==> src/design/u16550_pkg.sv <==
// shared types, codes and constants for the 16550-style uart register block
package u16550_pkg;

  localparam int unsigned RX_DEPTH_DEFAULT = 16;
  localparam logic [31:0] BASE_ADDR_RESET  = 32'h1000_0000;

  localparam logic [7:0] IIR_PENDING = 8'hc0;
  localparam logic [7:0] IIR_NONE    = 8'hc1;
  localparam logic [7:0] LSR_THRE    = 8'h20;
  localparam logic [7:0] LSR_TEMT    = 8'h40;
  localparam int unsigned LCR_DLAB_BIT = 7;
  localparam int unsigned IER_RX_BIT   = 0;
  localparam int unsigned IER_TX_BIT   = 1;
  localparam logic [3:0] LEGAL_SIZE    = 4'd1;

  typedef enum logic [1:0] {
    CMD_READ  = 2'd0,
    CMD_WRITE = 2'd1,
    CMD_RX    = 2'd2
  } cmd_e;

  typedef enum logic [1:0] {
    FAULT_NONE  = 2'd0,
    FAULT_LOAD  = 2'd1,
    FAULT_STORE = 2'd2
  } fault_e;

  typedef enum logic [2:0] {
    REG_RBR_THR = 3'd0,
    REG_IER     = 3'd1,
    REG_IIR_FCR = 3'd2,
    REG_LCR     = 3'd3,
    REG_MCR     = 3'd4,
    REG_LSR     = 3'd5,
    REG_MSR     = 3'd6,
    REG_SCR     = 3'd7
  } reg_e;

  typedef struct packed {
    logic [1:0] command;
    logic [7:0] offset;
    logic [3:0] access_size;
    logic [7:0] write_data;
    logic [7:0] line_byte;
  } in_t;

  typedef struct packed {
    logic [7:0]  read_data;
    logic [1:0]  fault;
    logic [32:0] fault_address;
    logic        tx_valid;
    logic [7:0]  tx_byte;
    logic        irq;
    logic        rx_dropped;
  } out_t;

  typedef struct packed {
    logic push;
    logic pop;
  } fifo_ctrl_t;

  typedef struct packed {
    logic not_empty;
    logic full;
    logic last;
  } fifo_status_t;

endpackage

==> src/design/u16550_rx_fifo.sv <==
// receive fifo: circular buffer with a registered head byte
module u16550_rx_fifo #(
  parameter int unsigned RX_DEPTH = u16550_pkg::RX_DEPTH_DEFAULT
) (
  input  logic                      clk_i,
  input  logic                      rst_ni,
  input  u16550_pkg::fifo_ctrl_t    ctrl_i,
  input  logic [7:0]                push_data_i,
  output logic [7:0]                head_data_o,
  output u16550_pkg::fifo_status_t  status_o
);

  localparam int unsigned PtrW = (RX_DEPTH > 1) ? $clog2(RX_DEPTH) : 1;
  localparam int unsigned CntW = $clog2(RX_DEPTH + 1);
  localparam int unsigned SumW = CntW + 1;

  logic [7:0]      mem_q [RX_DEPTH];
  logic [7:0]      head_byte_q;
  logic [PtrW-1:0] head_q, head_d, head_inc, tail;
  logic [CntW-1:0] count_q, count_d;
  logic [SumW-1:0] tail_sum, tail_wrap;

  always_comb begin
    tail_sum  = SumW'(head_q) + SumW'(count_q);
    tail_wrap = (tail_sum >= SumW'(RX_DEPTH)) ? tail_sum - SumW'(RX_DEPTH) : tail_sum;
    tail      = tail_wrap[PtrW-1:0];
    head_inc  = (head_q == PtrW'(RX_DEPTH - 1)) ? '0 : head_q + 1'b1;
    head_d    = ctrl_i.pop ? head_inc : head_q;
    count_d   = count_q;
    if (ctrl_i.push) begin
      count_d = count_q + 1'b1;
    end else if (ctrl_i.pop) begin
      count_d = count_q - 1'b1;
    end
  end

  always_ff @(posedge clk_i or negedge rst_ni) begin
    if (!rst_ni) begin
      head_q  <= '0;
      count_q <= '0;
    end else begin
      head_q  <= head_d;
      count_q <= count_d;
    end
  end

  // head byte follows the next head; bypass a push that lands on it
  always_ff @(posedge clk_i) begin
    if (ctrl_i.push) begin
      mem_q[tail] <= push_data_i;
    end
    if (ctrl_i.push && (tail == head_d)) begin
      head_byte_q <= push_data_i;
    end else begin
      head_byte_q <= mem_q[head_d];
    end
  end

  assign head_data_o        = head_byte_q;
  assign status_o.not_empty = (count_q != '0);
  assign status_o.full      = (count_q == CntW'(RX_DEPTH));
  assign status_o.last      = (count_q == CntW'(1));

endmodule

==> src/design/uart_16550_register_block.sv <==
// top level of the 16550-style uart register block
//
// usage notes
// - input channel (in_valid_i / in_ready_o / in_data_i) carries one word per
//   item: a byte-wide bus read, a bus write, or a byte received on the line
// - output channel (out_valid_o / out_ready_i / out_data_o) returns exactly
//   one word per item, in order
// - config channel (cfg_valid_i / cfg_ready_o / cfg_data_i) writes the device
//   base address used in fault addresses; it is always ready and should only
//   be written while no items are in flight
// - execution: an accepted item is executed from the item register and its
//   result is registered in the result register, which drives out_valid_o,
//   once the output side is free
// - throughput: one item per cycle while out_ready_i is high; all register and
//   fifo updates for an item finish in the cycle in which it executes, and the
//   fifo head byte is prefetched from its memory into a register
// - stall: the result register holds while out_ready_i is low; the item
//   register can still take one more word, after which in_ready_o drops
// - reset: all control registers clear, the fifo is empty, base address is
//   0x10000000; the fifo memory needs no clearing pass
module uart_16550_register_block #(
  parameter int unsigned RX_DEPTH = u16550_pkg::RX_DEPTH_DEFAULT
) (
  input  logic              clk_i,
  input  logic              rst_ni,
  input  logic              in_valid_i,
  output logic              in_ready_o,
  input  u16550_pkg::in_t   in_data_i,
  output logic              out_valid_o,
  input  logic              out_ready_i,
  output u16550_pkg::out_t  out_data_o,
  input  logic              cfg_valid_i,
  output logic              cfg_ready_o,
  input  logic [31:0]       cfg_data_i
);

  // item register
  logic                     item_valid_q;
  u16550_pkg::in_t          item_q;
  // result register
  logic                     out_valid_q;
  u16550_pkg::out_t         out_q, out_d;
  // architectural registers
  logic [31:0]              base_q;
  logic [7:0]               dll_q, dll_d;
  logic [7:0]               dlm_q, dlm_d;
  logic [7:0]               ier_q, ier_d;
  logic [7:0]               lcr_q, lcr_d;
  logic [7:0]               mcr_q, mcr_d;
  logic [7:0]               scr_q, scr_d;
  logic                     thre_pend_q, thre_pend_d;
  // fifo interface
  u16550_pkg::fifo_ctrl_t   fifo_ctrl;
  u16550_pkg::fifo_status_t fifo_status;
  logic [7:0]               fifo_head;

  logic exec_fire;
  logic dlab;
  logic size_ok;
  logic irq_now;
  logic rx_nonempty_next;

  // execute whenever the result register is free or being drained
  assign exec_fire   = item_valid_q && (!out_valid_q || out_ready_i);
  assign in_ready_o  = !item_valid_q || exec_fire;
  assign cfg_ready_o = 1'b1;

  assign dlab    = lcr_q[u16550_pkg::LCR_DLAB_BIT];
  assign size_ok = (item_q.access_size == u16550_pkg::LEGAL_SIZE);
  assign irq_now = (ier_q[u16550_pkg::IER_RX_BIT] && fifo_status.not_empty) ||
                   (ier_q[u16550_pkg::IER_TX_BIT] && thre_pend_q);

  always_comb begin
    dll_d       = dll_q;
    dlm_d       = dlm_q;
    ier_d       = ier_q;
    lcr_d       = lcr_q;
    mcr_d       = mcr_q;
    scr_d       = scr_q;
    thre_pend_d = thre_pend_q;
    fifo_ctrl   = '0;
    out_d       = '0;

    case (item_q.command)
      u16550_pkg::CMD_READ: begin
        if (!size_ok) begin
          out_d.fault         = u16550_pkg::FAULT_LOAD;
          out_d.fault_address = {1'b0, base_q} + 33'(item_q.offset);
        end else begin
          case (item_q.offset[2:0])
            u16550_pkg::REG_RBR_THR: begin
              if (dlab) begin
                out_d.read_data = dll_q;
              end else if (fifo_status.not_empty) begin
                out_d.read_data = fifo_head;
                fifo_ctrl.pop   = exec_fire;
              end
            end
            u16550_pkg::REG_IER:     out_d.read_data = dlab ? dlm_q : ier_q;
            u16550_pkg::REG_IIR_FCR: begin
              // reading iir acknowledges the transmit-empty interrupt
              out_d.read_data = irq_now ? u16550_pkg::IIR_PENDING : u16550_pkg::IIR_NONE;
              thre_pend_d     = 1'b0;
            end
            u16550_pkg::REG_LCR:     out_d.read_data = lcr_q;
            u16550_pkg::REG_MCR:     out_d.read_data = mcr_q;
            u16550_pkg::REG_LSR: begin
              out_d.read_data = u16550_pkg::LSR_THRE | u16550_pkg::LSR_TEMT |
                                {7'd0, fifo_status.not_empty};
            end
            u16550_pkg::REG_MSR:     out_d.read_data = '0;
            u16550_pkg::REG_SCR:     out_d.read_data = scr_q;
            default:                 out_d.read_data = '0;
          endcase
        end
      end
      u16550_pkg::CMD_WRITE: begin
        if (!size_ok) begin
          out_d.fault         = u16550_pkg::FAULT_STORE;
          out_d.fault_address = {1'b0, base_q} + 33'(item_q.offset);
        end else begin
          case (item_q.offset[2:0])
            u16550_pkg::REG_RBR_THR: begin
              if (dlab) begin
                dll_d = item_q.write_data;
              end else begin
                // thr write goes straight out on the line
                out_d.tx_valid = 1'b1;
                out_d.tx_byte  = item_q.write_data;
                thre_pend_d    = 1'b1;
              end
            end
            u16550_pkg::REG_IER: begin
              if (dlab) begin
                dlm_d = item_q.write_data;
              end else begin
                ier_d = item_q.write_data;
              end
            end
            u16550_pkg::REG_LCR: lcr_d = item_q.write_data;
            u16550_pkg::REG_MCR: mcr_d = item_q.write_data;
            u16550_pkg::REG_SCR: scr_d = item_q.write_data;
            default: ;
          endcase
        end
      end
      u16550_pkg::CMD_RX: begin
        if (fifo_status.full) begin
          out_d.rx_dropped = 1'b1;
        end else begin
          fifo_ctrl.push = exec_fire;
        end
      end
      default: ;
    endcase

    // interrupt level after this item's updates
    rx_nonempty_next = (item_q.command == u16550_pkg::CMD_RX && !fifo_status.full) ||
                       (fifo_status.not_empty && !(fifo_ctrl.pop && fifo_status.last));
    out_d.irq = (ier_d[u16550_pkg::IER_RX_BIT] && rx_nonempty_next) ||
                (ier_d[u16550_pkg::IER_TX_BIT] && thre_pend_d);
  end

  u16550_rx_fifo #(
    .RX_DEPTH (RX_DEPTH)
  ) u_rx_fifo (
    .clk_i       (clk_i),
    .rst_ni      (rst_ni),
    .ctrl_i      (fifo_ctrl),
    .push_data_i (item_q.line_byte),
    .head_data_o (fifo_head),
    .status_o    (fifo_status)
  );

  // control and architectural state
  always_ff @(posedge clk_i or negedge rst_ni) begin
    if (!rst_ni) begin
      item_valid_q <= 1'b0;
      out_valid_q  <= 1'b0;
      base_q       <= u16550_pkg::BASE_ADDR_RESET;
      dll_q        <= '0;
      dlm_q        <= '0;
      ier_q        <= '0;
      lcr_q        <= '0;
      mcr_q        <= '0;
      scr_q        <= '0;
      thre_pend_q  <= 1'b0;
    end else begin
      if (in_ready_o) begin
        item_valid_q <= in_valid_i;
      end
      if (exec_fire) begin
        out_valid_q <= 1'b1;
      end else if (out_ready_i) begin
        out_valid_q <= 1'b0;
      end
      if (cfg_valid_i) begin
        base_q <= cfg_data_i;
      end
      if (exec_fire) begin
        dll_q       <= dll_d;
        dlm_q       <= dlm_d;
        ier_q       <= ier_d;
        lcr_q       <= lcr_d;
        mcr_q       <= mcr_d;
        scr_q       <= scr_d;
        thre_pend_q <= thre_pend_d;
      end
    end
  end

  // payload registers
  always_ff @(posedge clk_i) begin
    if (in_valid_i && in_ready_o) begin
      item_q <= in_data_i;
    end
    if (exec_fire) begin
      out_q <= out_d;
    end
  end

  assign out_valid_o = out_valid_q;
  assign out_data_o  = out_q;

  // fifo never pushed when full nor popped when empty
  assert property (@(posedge clk_i) disable iff (!rst_ni)
    fifo_ctrl.push |-> !fifo_status.full)
    else $error("rx fifo push while full");

  assert property (@(posedge clk_i) disable iff (!rst_ni)
    fifo_ctrl.pop |-> fifo_status.not_empty)
    else $error("rx fifo pop while empty");

  // a transmitted byte never comes with a fault or read data
  assert property (@(posedge clk_i) disable iff (!rst_ni)
    (out_valid_q && out_q.tx_valid) |->
      (out_q.fault == u16550_pkg::FAULT_NONE && out_q.read_data == 8'd0))
    else $error("tx word carries fault or read data");

  // lcr, ier and the transmit-empty flag only move when an item executes
  assert property (@(posedge clk_i) disable iff (!rst_ni)
    !exec_fire |=> ($stable(lcr_q) && $stable(ier_q) && $stable(thre_pend_q)))
    else $error("register state changed without an executed item");

endmodule

==> config.mk <==
export PLATFORM = sky130hd
export DESIGN_NAME = uart_16550_register_block
export DESIGN_NICKNAME = d
export VERILOG_FILES = /design/src/design/u16550_pkg.sv /design/src/design/u16550_rx_fifo.sv /design/src/design/uart_16550_register_block.sv
export SDC_FILE = /design/constraint.sdc
export NUM_CORES = 1
export LEC_CHECK = 0
export BUFFER_PORTS_ARGS = -buffer_cell sky130_fd_sc_hd__buf_2
export CAP_MARGIN = 20
export CORE_AREA = 2 2 165 167
export CTS_CLUSTER_DIAMETER = 30
export DETAILED_ROUTE_END_ITERATION = 12
export DIE_AREA = 0 0 167 169
export GPL_TIMING_DRIVEN = 1
export HOLD_SLACK_MARGIN = 0.02
export PLACE_DENSITY = 0.68
export SYNTH_ARGS = -nofsm -noshare
export SYNTH_HDL_FRONTEND = slang
export SYNTH_SLANG_ARGS = --single-unit
==> constraint.sdc <==
create_clock -name clk_i -period 4.5 [get_ports clk_i]
set_input_delay 0.675 -clock clk_i [delete_from_list [all_inputs] [get_ports clk_i]]
set_output_delay 0.675 -clock clk_i [all_outputs]
set_load 0.01 [all_outputs]
# Yosys cells after proc, flatten, opt, wreduce, memory -nomap -nowiden
# Memories as Yosys holds them, arrays and structs flattened. A register that Yosys moved wholly into a read port is not among the register bits.
# Index checks and enable logic that the tools add are counted.
# word_totals
register_bits	176
latchBits	0
ram_bits	128
rom_bits	0
output_inout_bits	57
word_cells	118
mem_count	1
# classes
add_sub_neg	6
multipliers	0
n_div	0
order_cmp	1
n_eq_ne	13
shift	0
mux	36
bitwise	4
reduce_logical	32
# mem_list
name	depth	word_bits	read_ports	rd_ports_with_merged_regs	write_ports	line_no	text
u_rx_fifo.mem_q	16	8	1	1	1	u16550_rx_fifo.sv:17	logic [7:0] mem_q [RX_DEPTH];
# ops
cell	count
one-hot mux 35 bit (2 select lines)	1
one-hot mux 8 bit (8 select lines)	1
two-way mux 35 bit	1
two-way mux 34 bit	1
adder 32 x 8 -> 33 bit	1
two-way mux 8 bit	3
two-way mux 1 bit	18
AND reduction 5 bit	3
== test 3 bit, second input constant	4
two-way mux 4 bit	3
AND reduction 4 bit	3
two-way mux 5 bit	2
logical AND 1 bit	9
two-way mux 9 bit	1
two-way mux 2 bit	4
adder 4 x 5 -> 6 bit	1
== test 3 x 2 -> 1 bit, second input constant	2
>= comparator 6 x 5 -> 1 bit, second input constant	1
adder 5 x 1 -> 5 bit, second input constant	1
== test 5 x 1 -> 1 bit, second input constant	1
== test 5 bit, second input constant	1
logical OR 1 bit	5
nonzero test 5 bit	1
subtractor 5 x 1 -> 5 bit, second input constant	1
other kinds (16)	23

# Depth between registers and ports, before layout
# logic_depth
word_depth	14
mapped_depth	9

# By module
# From an unflattened synthesis, not the netlist that was laid out.
# hier_totals
hier_cells	862
hier_area_um2	13299.0
# by_module_without_submodules
mod	instances	cells_each	area_each_um2	seq_area_each_um2
uart_16550_register_block	1	569	7596.0	4600.7
u16550_rx_fifo	1	293	5703.0	4149.0

# Worst setup path before layout
# Ideal clock, no wire load.
# synth_timing
path_kind	in2reg
startpoint	input out_ready_i
endpoint	memory u_rx_fifo.mem_q[0][0], enable pin
setup_time_ns	0.370
t_arrival_ns	3.735
t_required_ns	4.130
path_slack_ns	0.395
cell_stages	6
path_buffers	1
path_cell_list	nand2b_1 -> and2_1 -> clkbuf_1 -> nand2_1 -> or3_1 -> nor2_1
# synth_via
elab_chain_len	6
# synth_rtl
element	line_no	text
start, declared	uart_16550_register_block.sv:30	input logic out_ready_i,
logical OR 1 bit	uart_16550_register_block.sv:64	assign exec_fire = item_valid_q && (!out_valid_q || out_ready_i);
logical AND 1 bit	uart_16550_register_block.sv:64	
net exec_fire	uart_16550_register_block.sv:57	logic exec_fire;
two-way mux 1 bit	uart_16550_register_block.sv:148	if (fifo_status.full) begin
two-way mux 1 bit	uart_16550_register_block.sv:84	case (item_q.command)
two-way mux 1 bit	u16550_rx_fifo.sv:49	if (ctrl_i.push) begin
two-way mux 1 bit (implied by the code)	u16550_rx_fifo.sv:50	mem_q[tail] <= push_data_i;
end, declared	u16550_rx_fifo.sv:17	
# The timed path passes the listed nets, and every way through them passes these cells.

==> results.json <==
{
  "status": "completed",
  "antenna_left": 0,
  "synthArstFlopShare_pct": 29.87,
  "grt_pass1_vias": 8530,
  "use_met2_pct": 36.27,
  "cts_tree": "yes",
  "clk_latency_ps": 580,
  "p_int_mw": 6.820,
  "cts_resized": 0,
  "drt_wl_total_um": 29820,
  "slew_headroom_pct": 30.27,
  "cts.sinks": 308,
  "ys.flop_type": "edfxtp_1",
  "synth_cell_type_count": 65,
  "setup_ws_ps": 1442,
  "clock-root-buffer": "clkbuf_16",
  "ys_top_cells_by_count": "edfxtp_1, dfrtp_1, nor2_1",
  "end_kind": "flip-flop",
  "synthTopCellsByArea": "edfxtp_1, dfrtp_1, mux2_2",
  "p_leak_nw": 6.467,
  "path_max_fanout": 14,
  "yosysMostFrequentCell": "edfxtp_1",
  "vias": 8105,
  "synthCells": 879,
  "setup_viol": 0,
  "dp_slack_ps": 1504,
  "p_comb_share_pct": 6.4,
  "grt.busiest_layer": "met2",
  "synth_largest_area_cell": "edfxtp_1",
  "synth_edf_count": 212,
  "start_util_pct": 49.32,
  "required_ps": 4890,
  "yosys_warnings": 0,
  "die_area_um2": 28220,
  "die_x_um": 167,
  "rsz0062_at_grt": "no",
  "io-pin-count": 124,
  "antenna_found_initial": 1,
  "holdBufCountCts": 0,
  "core_area_um2": 26500,
  "numCtsBuffers": 68,
  "wire_per_inst_um": 20.72,
  "period_share_pct": 67.96,
  "drtPass1Iterations": 5,
  "final_util_pct": 61.87,
  "crit_type": "flip-flop to flip-flop",
  "drc_errors": 0,
  "synthToLayoutAreaGrowth_pct": 25.44,
  "rows": 60,
  "netlist_area_um2": 13070,
  "final.setup_skew_ps": 43.87,
  "cts_max_path_buffers": 3,
  "post_cts_buffers": 0,
  "p_per_area_nw_per_um2": 548.7,
  "port_buffers": 122,
  "maxSlewViolCount": 0,
  "clk_pin_slew_ps": 50,
  "pwr-share-seq_pct": 37.4,
  "post-dp-hpwl_um": 19280,
  "crit_path_start_kind": "flip-flop",
  "cp.arrival_ps": 3450,
  "initialDrtViolationCount": 799,
  "synth_top_area_share_pct": 48.71,
  "postPlaceCellArea_um2": 13990,
  "cts.htree.levels": 3,
  "place.gp.congestion": 0.8633,
  "fin_setup_tns_ps": 0,
  "power_switching_mw": 2.176,
  "syn_nets": 964,
  "viasPerCell": 5.632,
  "grt_use_total_pct": 21.31,
  "grt_start_max_net_pins": 64,
  "hold_path.class": "primary input to async pin",
  "yosysSeqAreaShare_pct": 66.94,
  "grt_first_pass_wirelength_um": 46490,
  "syn_avg_cell_area_um2": 14.87,
  "met1_usage_pct": 26.75,
  "grt.overflow.total": 0,
  "switching_share_pct": 24.19,
  "stdcell_area_um2": 16390,
  "peakVddDrop_mv": 0.5351,
  "synth_seq_cells": 308,
  "fmax_ghz": 0.3270,
  "p_total_mw": 8.995,
  "timing_hold_violations_final": 0,
  "fin_nets": 1126,
  "min_period_ps": 3058,
  "p_clk_share_pct": 56.2,
  "worstMarginPinSlew_ps": 1045,
  "drive_above_1_share_pct": 30.26,
  "grtUsageMet3_pct": 4.068,
  "cap_violations": 0,
  "die_h_um": 169
}
[cells by family (layout without fill, tap and decap cells)]
family | after synthesis | after routing | synth area share [%]
adders and majority gates | 18 | 18 | 1.838
AOI/OAI and AO/OA | 136 | 136 | 6.385
muxes | 134 | 134 | 13.03
DFF | 308 | 308 | 66.94
xor gates and xnor gates | 25 | 25 | 1.675
and+or+nand+nor | 207 | 207 | 8.405
other | 1 | 2 | 0.02869
buffers and inverters | 50 | 268 | 1.694
[cell usage in the layout, fill, tap and decap left out, types with 11 or more instances in the layout]
cell / instances
o21ai_0: 33
inv_1: 12
nand3_1: 14
nand2_1: 44
buf_2: 121
mux2_1: 37
mux2i_1: 25
nor2_1: 61
xnor2_1: 11
edfxtp_1: 212
ha_1: 16
mux4_2: 20
xor2_1: 14
and2_1: 14
a21oi_1: 44
mux2_2: 52
or3_1: 17
clkbuf_16: 68
dfrtp_1: 91
[layout make-up]
cell class,count,area [µm²]
diodes,1,2.502
clock buffers,80,1797
clock inverters,46,601.8
fillers,1962,10110
inverters,13,48.80
multi-input cells,521,4101
flip-flops and latches,308,8751
well taps,341,426.7
repair buffers,129,665.6
[stage by stage]
step,hold WS [ps],instances
floorplan,379.4,879
global placement,466.7,1312
detailed placement,472.9,1312
CTS,254.9,1438
global route,264.9,1439
finish,223.9,1439
[worst max-delay path, cell delays in order (launching register included)]
cell	delay, ps
edfxtp_1	600
clkinv_1	360
fa_1	540
nor2b_1	210
o2111ai_1	150
a21oi_1	150
buf_4	170
nor2_1	130
or3_1	400
a21oi_1	170
[worst paths after layout]
check / start / to / slack, ps / cells past startpoint
min in group clk_i: in_data_i[3] / item_q[3] / 280 / 1
hold / removal: rst_ni / base_q[20] / 220 / 1
setup reg to reg: item_q[21] / out_data_o[41] / 1440 / 9
setup / recovery: item_q[21] / out_data_o[41] / 1440 / 9
max in group asynchronous: rst_ni / u_rx_fifo.count_q[0] / 3290 / 2
hold reg to reg: lcr_q[6] / lcr_q[6] / 480 / 1
[routing by layer]
layer | routed length [µm] | part of all wire (%)
met1 | 12240 | 41
met2 | 15050 | 50
met3 | 1533 | 5.1
met4 | 992 | 3.3
met5 | 0 | 0
[power groups by stage]
stage | combinational [mW] | sequential (mW) | clock [mW]
after floorplan | 0.363 | 3.37 | 0
after global placement | 0.561 | 3.40 | 0
after detailed placement | 0.576 | 3.41 | 0
after CTS | 0.580 | 3.36 | 5.13
after global routing | 0.636 | 3.38 | 5.29
final | 0.576 | 3.36 | 5.06
[sequential cells by signal (all words and copies together) (netlist names), named ones only]
name / flops
out_data_o: 54
u_rx_fifo.count_q: 5
u_rx_fifo.head_q: 4
mcr_q: 8
out_valid_o: 1
u_rx_fifo.mem_q: 128
base_q: 32
dlm_q: 8
ier_q: 8
item_q: 30
lcr_q: 8
dll_q: 8
scr_q: 8
item_valid_q: 1
thre_pend_q: 1
Note: power is estimated with default switching activity, not from simulation.
